**config.mk**
```make
export PLATFORM = sky130hd
export DESIGN_NAME = stream_find_replace
export DESIGN_NICKNAME = d
export VERILOG_FILES = /design/src/design/sfr_pkg.sv /design/src/design/sfr_match.sv /design/src/design/stream_find_replace.sv
export SDC_FILE = /design/constraint.sdc
export NUM_CORES = 1
export LEC_CHECK = 0
export ABC_CLOCK_PERIOD_IN_PS = 4340
export BUFFER_PORTS_ARGS = -buffer_cell sky130_fd_sc_hd__buf_2
export CAP_MARGIN = 0
export CORE_MARGIN = 5
export CORE_UTILIZATION = 40
export DETAILED_ROUTE_END_ITERATION = 8
export SYNTH_ARGS = -nofsm -noshare
export SYNTH_HDL_FRONTEND = slang
export SYNTH_SLANG_ARGS = --single-unit
export TNS_END_PERCENT = 50
```
**constraint.sdc**
```tcl
create_clock -name clk -period 4.34 [get_ports clk]
set_input_delay 0.217 -clock clk [delete_from_list [all_inputs] [get_ports clk]]
set_output_delay 0.217 -clock clk [all_outputs]
set_load 0.02 [all_outputs]
```
**src/design/sfr_pkg.sv**
```systemverilog
// Shared types and constants for the streaming find-and-replace block.
// Used by sfr_match and stream_find_replace; depends on nothing else.
package sfr_pkg;

    // Fixed widths from the field definitions
    localparam int unsigned BYTE_W   = 8;
    localparam int unsigned LEN_W    = 4;
    localparam int unsigned WORD_W   = 64;
    localparam int unsigned RIDX_W   = 3;
    localparam int unsigned NCNT_W   = 4;

    // Most results one input beat may produce; extras are dropped
    localparam logic [NCNT_W-1:0] RESULT_LIMIT = 4'd9;

    // Configuration register indexes
    typedef enum logic [1:0] {
        CFG_PATTERN_BYTES      = 2'd0,
        CFG_PATTERN_LENGTH     = 2'd1,
        CFG_REPLACEMENT_BYTES  = 2'd2,
        CFG_REPLACEMENT_LENGTH = 2'd3
    } cfg_idx_t;

    // Input beat
    typedef struct packed {
        logic [BYTE_W-1:0] in_byte;
        logic              in_final;
    } in_beat_t;

    // Output beat
    typedef struct packed {
        logic [BYTE_W-1:0] out_byte;
        logic              byte_valid;
        logic              run_last;
        logic              string_end;
    } out_beat_t;

    // Compare result of held bytes against the pattern
    typedef struct packed {
        logic full;     // held bytes start with the whole pattern
        logic partial;  // held bytes are a proper prefix of the pattern
    } match_t;

    // Sequencer states
    typedef enum logic [2:0] {
        ST_IDLE,
        ST_APPEND,
        ST_CHECK,
        ST_REPL,
        ST_FLUSH,
        ST_FINISH
    } state_t;

endpackage

```
**src/design/sfr_match.sv**
```systemverilog
// Prefix compare unit: checks the held bytes against the search pattern.
// Depends on sfr_pkg for widths and the match_t result struct.
module sfr_match #(
    parameter int unsigned PATTERN_MAX = 8
) (
    input  logic [PATTERN_MAX-1:0][sfr_pkg::BYTE_W-1:0] held,
    input  logic [sfr_pkg::LEN_W-1:0]                   count,
    input  logic [sfr_pkg::LEN_W-1:0]                   plen,
    input  logic [sfr_pkg::WORD_W-1:0]                  pattern,
    output sfr_pkg::match_t                             result
);

    logic [sfr_pkg::LEN_W-1:0] lim;
    logic                      all_eq;

    // compare only the first min(count, plen) bytes
    assign lim = (count < plen) ? count : plen;

    always_comb
    begin
        all_eq = 1'b1;
        for (int i = 0; i < PATTERN_MAX; i++)
        begin
            if (sfr_pkg::LEN_W'(i) < lim &&
                held[i] != pattern[i*sfr_pkg::BYTE_W +: sfr_pkg::BYTE_W])
            begin
                all_eq = 1'b0;
            end
        end
    end

    assign result.full    = (plen != '0) && (count >= plen) && all_eq;
    assign result.partial = (plen != '0) && (count < plen) && all_eq;

endmodule

```
**src/design/stream_find_replace.sv**
```systemverilog
// Streaming find-and-replace: top level with sequencer, held bytes and output stage.
// Depends on sfr_pkg and sfr_match.
//
// Usage:
//   Input channel (in_valid/in_ready/in_data) takes one byte per beat, with a
//   final flag on the last byte of a string. Output channel (out_valid/
//   out_ready/out_data) gives bytes with byte_valid, run_last and string_end.
//   Configuration is to be written through cfg_we/cfg_index/cfg_data while idle,
//   unchecked by the block; a pattern length write is ignored while any byte is held.
// Sequencing:
//   One input beat at a time. After acceptance the byte is appended, then the
//   held bytes are checked; each check, each released, replacement or flushed byte,
//   the end of the flush step and the run close are each a separate step, and the
//   next beat is taken only once the run has closed. A result waits in
//   a one-deep pending register until the next one is produced or the run
//   closes, and a passed-through byte reaches out_data from that register.
//   A stalled receiver holds the sequencer at its next result.
// Reset:
//   Clears held count, configuration registers and both output stages.
module stream_find_replace #(
    parameter int unsigned PATTERN_MAX = 8,
    parameter int unsigned REPLACE_MAX = 8
) (
    input  logic                        clk,
    input  logic                        rst_n,
    input  logic                        in_valid,
    output logic                        in_ready,
    input  sfr_pkg::in_beat_t           in_data,
    output logic                        out_valid,
    input  logic                        out_ready,
    output sfr_pkg::out_beat_t          out_data,
    input  logic                        cfg_we,
    input  logic [1:0]                  cfg_index,
    input  logic [sfr_pkg::WORD_W-1:0]  cfg_data
);

    localparam logic [sfr_pkg::LEN_W-1:0] PMAX = sfr_pkg::LEN_W'(PATTERN_MAX);
    localparam logic [sfr_pkg::LEN_W-1:0] RMAX = sfr_pkg::LEN_W'(REPLACE_MAX);

    // configuration registers
    logic [sfr_pkg::WORD_W-1:0] pat_bytes_reg;
    logic [sfr_pkg::LEN_W-1:0]  pat_len_reg;
    logic [sfr_pkg::WORD_W-1:0] rep_bytes_reg;
    logic [sfr_pkg::LEN_W-1:0]  rep_len_reg;

    // sequencer state
    sfr_pkg::state_t            state_reg, state_next;
    logic [sfr_pkg::BYTE_W-1:0] held_reg  [PATTERN_MAX];
    logic [sfr_pkg::BYTE_W-1:0] held_next [PATTERN_MAX];
    logic [sfr_pkg::LEN_W-1:0]  count_reg, count_next;
    logic [sfr_pkg::BYTE_W-1:0] byte_reg, byte_next;
    logic                       final_reg, final_next;
    logic [sfr_pkg::RIDX_W-1:0] ridx_reg, ridx_next;
    logic [sfr_pkg::NCNT_W-1:0] n_reg, n_next;

    // pending result and output register
    logic                       pend_valid_reg, pend_valid_next;
    logic [sfr_pkg::BYTE_W-1:0] pend_byte_reg, pend_byte_next;
    logic                       out_valid_reg, out_valid_next;
    sfr_pkg::out_beat_t         out_data_reg, out_data_next;

    logic [sfr_pkg::LEN_W-1:0]  plen;
    logic [sfr_pkg::LEN_W-1:0]  rlen;
    logic [PATTERN_MAX-1:0][sfr_pkg::BYTE_W-1:0] held_flat;
    sfr_pkg::match_t            match;
    logic                       out_free;
    logic                       emit_ok;
    logic                       emit_req;
    logic [sfr_pkg::BYTE_W-1:0] emit_byte;
    logic                       do_shift;
    logic [sfr_pkg::LEN_W-1:0]  shift_amt;
    logic [sfr_pkg::BYTE_W-1:0] rep_byte;

    // clamp lengths
    assign plen = (pat_len_reg > PMAX) ? PMAX : pat_len_reg;
    assign rlen = (rep_len_reg > RMAX) ? RMAX : rep_len_reg;

    always_comb
    begin
        for (int i = 0; i < PATTERN_MAX; i++)
        begin
            held_flat[i] = held_reg[i];
        end
    end

    // shared compare unit
    sfr_match #(
        .PATTERN_MAX (PATTERN_MAX)
    ) u_match (
        .held    (held_flat),
        .count   (count_reg),
        .plen    (plen),
        .pattern (pat_bytes_reg),
        .result  (match)
    );

    assign rep_byte = rep_bytes_reg[{ridx_reg, 3'b000} +: sfr_pkg::BYTE_W];

    assign out_free  = !out_valid_reg || out_ready;
    assign emit_ok   = (n_reg >= sfr_pkg::RESULT_LIMIT) || !pend_valid_reg || out_free;
    assign in_ready  = (state_reg == sfr_pkg::ST_IDLE);
    assign out_valid = out_valid_reg;
    assign out_data  = out_data_reg;

    // configuration writes
    always_ff @(posedge clk or negedge rst_n)
    begin
        if (!rst_n)
        begin
            pat_bytes_reg <= '0;
            pat_len_reg   <= '0;
            rep_bytes_reg <= '0;
            rep_len_reg   <= '0;
        end
        else if (cfg_we)
        begin
            case (cfg_index)
                sfr_pkg::CFG_PATTERN_BYTES:
                begin
                    pat_bytes_reg <= cfg_data;
                end
                sfr_pkg::CFG_PATTERN_LENGTH:
                begin
                    if (count_reg == '0)
                    begin
                        pat_len_reg <= cfg_data[sfr_pkg::LEN_W-1:0];
                    end
                end
                sfr_pkg::CFG_REPLACEMENT_BYTES:
                begin
                    rep_bytes_reg <= cfg_data;
                end
                sfr_pkg::CFG_REPLACEMENT_LENGTH:
                begin
                    rep_len_reg <= cfg_data[sfr_pkg::LEN_W-1:0];
                end
                default:
                begin
                    pat_len_reg <= pat_len_reg;
                end
            endcase
        end
    end

    // state and control registers
    always_ff @(posedge clk or negedge rst_n)
    begin
        if (!rst_n)
        begin
            state_reg      <= sfr_pkg::ST_IDLE;
            count_reg      <= '0;
            n_reg          <= '0;
            ridx_reg       <= '0;
            final_reg      <= 1'b0;
            pend_valid_reg <= 1'b0;
            out_valid_reg  <= 1'b0;
        end
        else
        begin
            state_reg      <= state_next;
            count_reg      <= count_next;
            n_reg          <= n_next;
            ridx_reg       <= ridx_next;
            final_reg      <= final_next;
            pend_valid_reg <= pend_valid_next;
            out_valid_reg  <= out_valid_next;
        end
    end

    // payload registers
    always_ff @(posedge clk)
    begin
        for (int i = 0; i < PATTERN_MAX; i++)
        begin
            held_reg[i] <= held_next[i];
        end
        byte_reg      <= byte_next;
        pend_byte_reg <= pend_byte_next;
        out_data_reg  <= out_data_next;
    end

    // sequencer: one loop step per cycle while the output does not stall an emit
    always_comb
    begin
        state_next      = state_reg;
        count_next      = count_reg;
        byte_next       = byte_reg;
        final_next      = final_reg;
        ridx_next       = ridx_reg;
        n_next          = n_reg;
        pend_valid_next = pend_valid_reg;
        pend_byte_next  = pend_byte_reg;
        out_valid_next  = out_valid_reg && !out_ready;
        out_data_next   = out_data_reg;
        emit_req        = 1'b0;
        emit_byte       = '0;
        do_shift        = 1'b0;
        shift_amt       = '0;
        for (int i = 0; i < PATTERN_MAX; i++)
        begin
            held_next[i] = held_reg[i];
        end

        case (state_reg)
            sfr_pkg::ST_IDLE:
            begin
                if (in_valid)
                begin
                    byte_next  = in_data.in_byte;
                    final_next = in_data.in_final;
                    n_next     = '0;
                    ridx_next  = '0;
                    state_next = sfr_pkg::ST_APPEND;
                end
            end

            sfr_pkg::ST_APPEND:
            begin
                if (count_reg >= PMAX)
                begin
                    // buffer full: release the earliest byte first
                    emit_req  = 1'b1;
                    emit_byte = held_reg[0];
                    if (emit_ok)
                    begin
                        do_shift   = 1'b1;
                        shift_amt  = sfr_pkg::LEN_W'(1);
                        count_next = count_reg - sfr_pkg::LEN_W'(1);
                    end
                end
                else
                begin
                    for (int i = 0; i < PATTERN_MAX; i++)
                    begin
                        if (count_reg == sfr_pkg::LEN_W'(i))
                        begin
                            held_next[i] = byte_reg;
                        end
                    end
                    count_next = count_reg + sfr_pkg::LEN_W'(1);
                    state_next = sfr_pkg::ST_CHECK;
                end
            end

            sfr_pkg::ST_CHECK:
            begin
                if (count_reg == '0)
                begin
                    state_next = sfr_pkg::ST_FLUSH;
                end
                else if (match.full)
                begin
                    if (rlen == '0)
                    begin
                        do_shift   = 1'b1;
                        shift_amt  = plen;
                        count_next = count_reg - plen;
                    end
                    else
                    begin
                        ridx_next  = '0;
                        state_next = sfr_pkg::ST_REPL;
                    end
                end
                else if (match.partial)
                begin
                    state_next = sfr_pkg::ST_FLUSH;
                end
                else
                begin
                    emit_req  = 1'b1;
                    emit_byte = held_reg[0];
                    if (emit_ok)
                    begin
                        do_shift   = 1'b1;
                        shift_amt  = sfr_pkg::LEN_W'(1);
                        count_next = count_reg - sfr_pkg::LEN_W'(1);
                    end
                end
            end

            sfr_pkg::ST_REPL:
            begin
                emit_req  = 1'b1;
                emit_byte = rep_byte;
                if (emit_ok)
                begin
                    if ({1'b0, ridx_reg} + sfr_pkg::LEN_W'(1) == rlen)
                    begin
                        do_shift   = 1'b1;
                        shift_amt  = plen;
                        count_next = count_reg - plen;
                        state_next = sfr_pkg::ST_CHECK;
                    end
                    else
                    begin
                        ridx_next = ridx_reg + sfr_pkg::RIDX_W'(1);
                    end
                end
            end

            sfr_pkg::ST_FLUSH:
            begin
                if (!final_reg || count_reg == '0)
                begin
                    if (final_reg)
                    begin
                        count_next = '0;
                    end
                    state_next = sfr_pkg::ST_FINISH;
                end
                else
                begin
                    emit_req  = 1'b1;
                    emit_byte = held_reg[0];
                    if (emit_ok)
                    begin
                        do_shift   = 1'b1;
                        shift_amt  = sfr_pkg::LEN_W'(1);
                        count_next = count_reg - sfr_pkg::LEN_W'(1);
                    end
                end
            end

            sfr_pkg::ST_FINISH:
            begin
                // close the run: last pending byte, or a bare end marker
                if (pend_valid_reg)
                begin
                    if (out_free)
                    begin
                        out_valid_next  = 1'b1;
                        out_data_next   = '{out_byte:   pend_byte_reg,
                                            byte_valid: 1'b1,
                                            run_last:   1'b1,
                                            string_end: final_reg};
                        pend_valid_next = 1'b0;
                        state_next      = sfr_pkg::ST_IDLE;
                    end
                end
                else if (final_reg)
                begin
                    if (out_free)
                    begin
                        out_valid_next = 1'b1;
                        out_data_next  = '{out_byte:   '0,
                                           byte_valid: 1'b0,
                                           run_last:   1'b1,
                                           string_end: 1'b1};
                        state_next     = sfr_pkg::ST_IDLE;
                    end
                end
                else
                begin
                    state_next = sfr_pkg::ST_IDLE;
                end
            end

            default:
            begin
                state_next = sfr_pkg::ST_IDLE;
            end
        endcase

        // emit: older pending byte moves to the output register
        if (emit_req && emit_ok && n_reg < sfr_pkg::RESULT_LIMIT)
        begin
            if (pend_valid_reg)
            begin
                out_valid_next = 1'b1;
                out_data_next  = '{out_byte:   pend_byte_reg,
                                   byte_valid: 1'b1,
                                   run_last:   1'b0,
                                   string_end: 1'b0};
            end
            pend_valid_next = 1'b1;
            pend_byte_next  = emit_byte;
            n_next          = n_reg + sfr_pkg::NCNT_W'(1);
        end

        // drop bytes from the front of the held buffer
        if (do_shift)
        begin
            for (int i = 0; i < PATTERN_MAX; i++)
            begin
                for (int s = 1; i + s < PATTERN_MAX; s++)
                begin
                    if (shift_amt == sfr_pkg::LEN_W'(s))
                    begin
                        held_next[i] = held_reg[i + s];
                    end
                end
            end
        end
    end

endmodule
```
==> Yosys cells after proc, flatten, opt, wreduce, memory -nomap -nowiden <==
Memories as Yosys holds them, arrays and structs flattened.
Cells that the tools add are included.
{ "word_totals": {"regBits": 180, "mem_bits_rw": 64, "output_inout_bits": 13, "n_memories": 1} }
{ "memory_table": {"columns": ["memory", "words", "width", "read_ports", "rd_ports_with_merged_regs", "wr", "line_no", "text"], "rows": [
  ["held_reg", 8, 8, 8, 0, 8, "stream_find_replace.sv:48", "logic [sfr_pkg::BYTE_W-1:0] held_reg [PATTERN_MAX];"]
]} }
{ "op_classes": {"add_sub_neg": 6, "order_cmp": 15, "eq_ne": 45, "n_shift": 1, "mux": 133, "reduce_logical": 42} }
{ "op_table": {"columns": ["op", "n"], "rows": [
  ["8-bit 2-to-1 mux", 41],
  ["64-bit 2-to-1 mux", 2],
  ["4-bit 2-to-1 mux", 22],
  ["11-bit 2-to-1 mux", 7],
  ["8-bit inequality test", 8],
  ["64-bit by 7-bit variable part select with 8-bit output", 1],
  ["56-bit 2-to-1 mux", 1],
  ["3-bit 2-to-1 mux", 18],
  ["1-bit 2-to-1 mux", 35],
  ["4-bit by 3-bit == test with 1-bit output (second input constant)", 8],
  ["4-bit one-hot mux with 4 select lines", 2],
  ["8-bit one-hot mux with 4 select lines", 1],
  ["7-bit AND reduction", 3],
  ["2-bit inequality test (second input constant)", 9],
  ["3-bit one-hot mux with 6 select lines", 1],
  ["4-bit by 2-bit == test with 1-bit output (second input constant)", 4],
  ["3-bit by 4-bit < comparator with 1-bit output (first input constant)", 4],
  ["1-bit logical AND", 15],
  ["2-bit AND reduction", 5],
  ["3-bit inequality test (second input constant)", 3],
  ["3-bit one-hot mux with 3 select lines", 1],
  ["4-bit by 1-bit adder with 4-bit output (second input constant)", 2],
  ["4-bit by 1-bit == test with 1-bit output (second input constant)", 2],
  ["4-bit greater-or-equal comparator (second input constant)", 2],
  ["27 further kinds", 45]
]} }

==> Logic depth before layout (Yosys ltp) <==
Gate-level depths: netlist (run 1).
{ "depth": {"depth_word": 28, "ltp_mapped": 18, "ltp_nobuf": 15} }

==> Hierarchy <==
A second synthesis (run 1) with hierarchy kept.
{ "unflattened": {"cells_unflattened": 1306, "area_unflattened_um2": 13828.3} }
{ "by_module_without_submodules": {"columns": ["mod", "instances", "cells_per_inst", "area_per_inst_um2"], "rows": [
  ["stream_find_replace", 1, 1180, 12807.3],
  ["sfr_match", 1, 126, 1021.0]
]} }

==> Worst setup path after synthesis (run 1) <==
No wires, ideal clock.
{ "synth_path": {"path_type": "reg2reg", "from": "register pat_len_reg[3] in the netlist's numbering", "to": "memory held_reg[0][23] in the netlist's numbering", "setup_time_ns": 0.122, "t_arrival_ns": 3.991, "t_required_ns": 4.218, "path_slack_ns": 0.228, "path_stages_with_launch": 17, "path_buffers": 2, "synth_period_minus_slack_ns": 4.112, "path_cell_list": "dfrtp_1 nand2b_1 inv_1 ha_1 inv_1 fa_1 nand3_1 a21o_1 a22oi_1 a22o_1 or4_1 buf_2 o31a_1 or2_1 buf_6 mux2_1 a221o_1"} }
{ "synth_rtl": {"columns": ["item", "line_no", "text"], "rows": [
  ["from (decl)", "stream_find_replace.sv:42", "logic [sfr_pkg::LEN_W-1:0] pat_len_reg;"],
  ["from (signal assigned)", "stream_find_replace.sv:126", "pat_len_reg <= cfg_data[sfr_pkg::LEN_W-1:0];"],
  ["from (signal assigned)", "stream_find_replace.sv:139", "pat_len_reg <= pat_len_reg;"],
  ["to (decl)", "stream_find_replace.sv:48", null]
]} }

==> results.sh, run 1 <==
export IMPL_status="finished clean"
export IMPL_clk_path_buf_depth=3
export IMPL_wl_per_cell_microns=23.4
export IMPL_synth_fa_ha_area_share_pct=1.26
export IMPL_min_period_ns=4.16
export IMPL_arrival_ns=4.62
export IMPL_drtIter0Drc=1007
export IMPL_r2r_cells=17
export IMPL_synth_seq_cells=244
export IMPL_yosys_area_share_simple_pct=11.5
export IMPL_place_gp_congestion=0.955
export IMPL_die_w_microns=194
export IMPL_dieArea_sq_um=37600
export IMPL_layout_setup_ws_ns=0.184
export IMPL_dp_hpwl_microns=33200
export IMPL_synth_cell_type_count=73
export IMPL_ys_seq_area_share_pct=43.5
export IMPL_first_pass_iters=5
export IMPL_cp_startpoint="pat_len_reg[3]"
export IMPL_grt_pass1_wl_microns=70500
export IMPL_fp_coreArea_sq_um=33400
export IMPL_crit_path_start_kind="register"
export IMPL_area_delta_synth_final_pct=22.4
export IMPL_numPortBuffers=92
export IMPL_rr_startpoint="pat_len_reg[3]"
export IMPL_num_vias=11600
export IMPL_holdPathStages=2
export IMPL_htreeDepth=1
export IMPL_path_class="reg -> reg"
export IMPL_synth_area_mux_share_pct=21.6
export IMPL_n_antenna_cell=0
export IMPL_max_cap_violations=0
export IMPL_clk_latency_ns=0.56
export IMPL_ctsRootBufferMaster="clkbuf_16"
export IMPL_synth_edf_count=24
export IMPL_min_delay_start="cfg_data[0]"
export IMPL_yosysTopAreaCellShare_pct=28.3
export IMPL_drt_total_wl_microns=46000
export IMPL_cts_tree="yes"
export IMPL_pre_cts_slack_ns=0.0979
export IMPL_clkTransAtPathRegs_ns=0.07
export IMPL_slew_violations=0
export IMPL_hold_viol_final=0
export IMPL_synth_most_common_cell="dfrtp_1"
export IMPL_yosysTopAreaCell="dfrtp_1"
export IMPL_final_nets=1594
export IMPL_slew_headroom_pct=39.8
export IMPL_track_usage_pct=23.5
export IMPL_whs_ns=0.0181
export IMPL_fill_cells=3056
export IMPL_worstPathRequired_ns=4.81
export IMPL_synthCells=1305
export IMPL_syn_area_sq_um=13500
export IMPL_r2r_setup_slack_ns=0.18
export IMPL_vias_per_cell=5.87
export IMPL_initial_utilization_pct=40.5
export IMPL_synth_warning_count=0
export IMPL_synth_commonest_cells="dfrtp_1, mux2_2, nor2_1"
export IMPL_irDropWorstVdd_mv=0.397
export IMPL_fin_cells=1969
export IMPL_grt_ovfl_total=0
export IMPL_fmax_ghz=0.241
export IMPL_skew_ns=0.0117
export IMPL_dp_cells=1848
export IMPL_cts_sinks=244
export IMPL_critPathMaxFanout=24
export IMPL_synth_top_family_by_area="multiplexers"
export IMPL_first_global_vias=11500
export IMPL_fin_crit_sh_pct=95.8
export IMPL_synthArstFlopShare_pct=62.7
export IMPL_synth_xor_area_share_pct=4.46
export IMPL_tightest_slew_ns=0.903
export IMPL_cts_buffers=27
export IMPL_die_h_microns=194
export IMPL_syn_area_per_cell_sq_um=10.4
export IMPL_power_density_nw_per_um2=733
export IMPL_ios=93
export IMPL_synth_main_ff_cell="dfrtp_1"
export IMPL_row_count=67
export IMPL_ant_nets=0
export IMPL_grt_max_degree=98
export IMPL_syn_num_nets=1398
export IMPL_min_path_type="in -> reg"
export IMPL_synth_area_leaders="dfrtp_1, mux2_2, dfxtp_1"
export IMPL_power_leakage_nw=6.99
export IMPL_finalSetupViolations=0
export IMPL_cp_end_kind="register"
export IMPL_synth_compound_area_share_pct=14.6
export IMPL_antenna_found_initial=2
export IMPL_drc_errors=0
export IMPL_drive_above_1_share_pct=26.8
stage by stage:
stage          cell area [sq um]  setup TNS [ns]  power [mW]  util [%]
2_1_floorplan              13500               0        7.66         -
3_3_place_gp               15000               0        9.64      44.8
3_5_place_dp               15000               0        9.73      44.8
4_1_cts                    16600               0        12.1      49.5
5_1_grt                    16600         -0.0219        12.8      49.5
6_report                   16600               0        12.1      49.5
cell families (layout without fill, tap and decap cells):
kind of cell             count (synthesis)  in the layout
adder cells (fa/ha/maj)                 13             13
flip-flops                             244            244
AND/OR/NAND/NOR                        334            334
AO/OA/AOI/OAI                          289            289
XOR/XNOR                                69             69
buffers and inverters                  103            319
multiplexers                           253            253
where the power goes:
group / switching [mW] / internal, mW / leakage, nW
combinational: 3.38 / 2.70 / 3.96
sequential: 0.787 / 3.03 / 2.61
clock: 0.974 / 1.28 / 0.422
layout by cell type (no fill, tap or decap), drive strengths merged, types with 15 or more instances in the layout:
master,netlist,routed
nand3,32,32
o211ai,28,28
nand4,15,15
nand2,100,100
o22ai,15,15
dfrtp,153,153
clkbuf,64,36
inv,14,17
buf,25,183
xnor2,51,51
o21ai,56,56
dfxtp,67,67
edfxtp,24,24
dlygate4sd3,0,73
mux2,151,151
mux2i,86,86
nor3,21,21
nor2,104,104
a221o,15,15
xor2,18,18
a21oi,74,74
mux4,16,16
routing by layer:
layer,routed length (microns),vias up,global-route usage [%]
li1,-,5236,-
met1,19300,5736,31.4
met2,21700,463,39.2
met3,3150,124,3.75
met4,1810,4,7.79
met5,29,-,0
critical path, stage by stage, from the launching register on:
cell and delay [ns]:
dfrtp_1 0.37, nand2b_1 0.15, inv_1 0.07, ha_1 0.14
inv_1 0.06, fa_1 0.45, nand3_2 0.16, a21o_1 0.19
a22oi_1 0.10, a22o_1 0.28, or4_1 0.55, o32ai_2 0.35
or2_1 0.20, buf_12 0.20, buf_4 0.23, a21oi_1 0.08
nand4bb_1 0.19, o31ai_1 0.28
final cells by class:
type                            count  area (sq um)  area share [%]
Clock buffer                       36           751            4.53
Clock inverter                     13           101           0.612
Inverter                           14          52.6           0.317
Multi-Input combinational cell    958          7280            44.0
Sequential cell                   244          5890            35.6
Tap cell                          448           561            3.38
Timing Repair Buffer              256          1930            11.7
what timing repair did:
action,in CTS,in global routing
setup buffers,0,0
resized for setup,0,5
endpoints found under the setup margin,0,40
hold endpoints to repair,235,0
hold buffers,73,0
final timing paths:
check                                     to
hold / removal                pat_len_reg[0]
min in group asynchronous   rep_bytes_reg[0]
setup reg to reg              held_reg[0][4]
hold reg to reg                  out_data[0]
max in group asynchronous  pat_bytes_reg[60]
setup / recovery              held_reg[0][4]
Power figures use the tool's default switching activity.
==> run 2, diff against run 1 <==
--- a/config.mk
+++ b/config.mk
@@ -5,12 +5,15 @@
 export SDC_FILE = /design/constraint.sdc
 export NUM_CORES = 1
 export LEC_CHECK = 0
-export ABC_CLOCK_PERIOD_IN_PS = 4340
+export ABC_CLOCK_PERIOD_IN_PS = 3600
 export BUFFER_PORTS_ARGS = -buffer_cell sky130_fd_sc_hd__buf_2
 export CAP_MARGIN = 0
+export CELL_PAD_IN_SITES_DETAIL_PLACEMENT = 2
+export CELL_PAD_IN_SITES_GLOBAL_PLACEMENT = 2
 export CORE_MARGIN = 5
-export CORE_UTILIZATION = 40
+export CORE_UTILIZATION = 36
 export DETAILED_ROUTE_END_ITERATION = 8
+export PLACE_DENSITY_LB_ADDON = 0.1
 export SYNTH_ARGS = -nofsm -noshare
 export SYNTH_HDL_FRONTEND = slang
 export SYNTH_SLANG_ARGS = --single-unit
==> constraint.sdc (replaced) <==
create_clock -name clk -period 3.6 [get_ports clk]
set_input_delay 0.18 -clock clk [delete_from_list [all_inputs] [get_ports clk]]
set_output_delay 0.18 -clock clk [all_outputs]
set_load 0.02 [all_outputs]
==> results.sh, run 2 (synthesis gave the netlist of run 1 again) <==
export IMPL_gr_usage_met3_pct=5.14
export IMPL_status="complete, but fails checks"
export IMPL_power_density_nw_per_um2=983
export IMPL_cts_sinks=244
export IMPL_tightest_slew_ns=1.13
export IMPL_clk_latency_ns=0.61
export IMPL_place_gp_congestion=0.912
export IMPL_dp_hpwl_microns=43500
export IMPL_clk_path_buf_depth=3
export IMPL_timing_rr_end="held_reg[0][15]"
export IMPL_die_w_microns=204
export IMPL_ctsRootBufferMaster="clkbuf_16"
export IMPL_first_global_vias=14400
export IMPL_drtIter0Drc=882
export IMPL_rsz0062_at_grt="true"
export IMPL_rr_startpoint="pat_len_reg[3]"
export IMPL_wl_per_cell_microns=30.3
export IMPL_whs_ns=0.0552
export IMPL_worstPathRequired_ns=4.03
export IMPL_mostFrequentLayoutCells="buf_4, dfrtp_1, mux2_2"
export IMPL_drc_errors=0
export IMPL_final_nets=1739
export IMPL_max_cap_violations=0
export IMPL_combPwrFrac_pct=59.1
export IMPL_pwr_share_clk_pct=16.3
export IMPL_area_delta_synth_final_pct=41.4
export IMPL_hold_viol_final=0
export IMPL_drive_above_1_share_pct=40.2
export IMPL_grt_ovfl_total=0
export IMPL_violations="setup timing"
export IMPL_critPathMaxFanout=8
export IMPL_use_met1_pct=34.5
export IMPL_cp_cell_sequence="nand2b_4 > inv_4 > ha_4 > inv_2 > fa_2 > nand3_4 > a21o_1 > a22oi_2 > a22o_1 > or4_4 > o31a_1 > or2_4 > buf_12 > buf_16 > mux2_2 > o211ai_1 > a31oi_1"
export IMPL_die_h_microns=204
export IMPL_ios=93
export IMPL_skew_ns=0.0479
export IMPL_placed_cell_area_sq_um=16000
export IMPL_cts_buffers=30
export IMPL_cts_tree="yes"
export IMPL_ant_nets=0
export IMPL_use_met2_pct=54.1
export IMPL_min_path_type="in -> reg"
export IMPL_path_class="reg -> reg"
export IMPL_cp_end_kind="register"
export IMPL_fill_cells=3696
export IMPL_top_usage_layer="met2"
export IMPL_irDropWorstVdd_mv=0.517
export IMPL_row_count=71
export IMPL_dieArea_sq_um=41600
export IMPL_min_to="pat_len_reg[3]"
export IMPL_grt_max_degree=92
export IMPL_p_switching_mw=8.34
export IMPL_r2r_cells=17
export IMPL_slew_headroom_pct=24.5
export IMPL_pre_cts_slack_ns=-0.462
export IMPL_htreeDepth=1
export IMPL_min_delay_start="cfg_index[1]"
export IMPL_num_vias=12800
export IMPL_finalSetupViolations=56
export IMPL_drt_total_wl_microns=66200
export IMPL_track_usage_pct=30.4
export IMPL_holdPathStages=4
export IMPL_first_pass_iters=5
export IMPL_crit_path_start_kind="register"
export IMPL_arrival_ns=4.37
export IMPL_swShare_pct=44.3
export IMPL_slew_violations=0
export IMPL_cp_slowest_stage_delay_ns=0.53
export IMPL_power_leakage_nw=8.08
export IMPL_fin_crit_sh_pct=110
export IMPL_r2r_setup_slack_ns=-0.35
export IMPL_vias_per_cell=5.89
export IMPL_grt_pass1_wl_microns=94600
export IMPL_fp_coreArea_sq_um=37400
export IMPL_fmax_ghz=0.253
export IMPL_p_seq_share_pct=24.6
export IMPL_clkTransAtPathRegs_ns=0.06
export IMPL_numPortBuffers=92
export IMPL_layout_setup_ws_ns=-0.347
export IMPL_design_area_sq_um=19100
export IMPL_final_common_cell="buf_4"
export IMPL_internal_power_mw=10.5
export IMPL_initial_utilization_pct=36.2
export IMPL_antenna_found_initial=1
export IMPL_min_period_ns=3.95
export IMPL_n_antenna_cell=0
export IMPL_slowest_stage="or4_4"
[run 2: cell types whose count changed in the layout (fill, tap and decap cells not counted), moves of 13 or more]
cell and delta:
nor2_1 -23, buf_12 +17, nor2_2 +13, o21ai_0 -15
a21oi_1 -28, buf_4 +81, a21oi_2 +23, buf_6 +29
[run 2: repair_timing]
item,4_1_cts,5_1_grt
endpoints found under the setup margin,59,84
pin swaps,41,29
hold buffers,76,0
resized for setup,107,112
gates cloned,5,4
endpoints found under the hold margin,236,0
buffers inserted,26,8
[run 2: stage by stage]
stage / utilization (%) / total power, mW / setup TNS [ns] / std cells
2_1_floorplan: - / 9.35 / -4.15 / 1305
3_5_place_dp: 42.7 / 13.3 / -10.26 / 2007
3_3_place_gp: 42.7 / 13.0 / -6.62 / 2007
4_1_cts: 49.5 / 17.5 / -8.07 / 2169
6_report: 51.2 / 18.8 / -11.00 / 2181
5_1_grt: 51.2 / 19.6 / -19.11 / 2181
[run 2: area by class of cell]
class                      count  area (sq um)  area share, %
inverter                      14          55.1          0.288
timing repair buffer         398          3510           18.3
multi-input combinational    958          8080           42.2
tap                          511           639           3.34
clock inverter                17           156          0.817
clock buffer                  39           815           4.26
sequential                   244          5890           30.8
[run 2: power by group through the flow]
stage | Combinational, mW | Sequential [mW] | Clock [mW]
4_1_cts | 9.84 | 4.58 | 3.06
2_1_floorplan | 5.10 | 4.25 | 0
5_1_grt | 11.6 | 4.68 | 3.25
6_report | 11.1 | 4.63 | 3.06
3_3_place_gp | 8.45 | 4.56 | 0
3_5_place_dp | 8.73 | 4.61 | 0
[run 2: critical path: cells and delay by family (launching register included)]
kind            cells  cell delay [ns]
compound gates      6             1.16
simple gates        4             1.08
fa+ha+maj           2             0.50
flops               1             0.38
buf+inv             4             0.38
mux                 1             0.27
[run 2: routing by layer]
metal	wire, microns	part of all wire, %
met1	24400	37
met2	33800	51
met3	3600	5.4
met4	4340	6.6
met5	9	0.014
[run 2: how the worst max path moves through the flow]
stage | startpoint | endpoint | slack, ns | depth (start not counted)
after floorplan | pat_len_reg[3] | held_reg[0][23] | -0.20 | 16
after global placement | pat_len_reg[3] | held_reg[1][4] | -0.40 | 15
after detailed placement | pat_len_reg[3] | held_reg[1][0] | -0.46 | 17
after CTS | pat_len_reg[3] | held_reg[0][5] | -0.25 | 17
after global routing | pat_len_reg[3] | held_reg[0][15] | -0.48 | 18
final | pat_len_reg[3] | held_reg[0][15] | -0.35 | 17
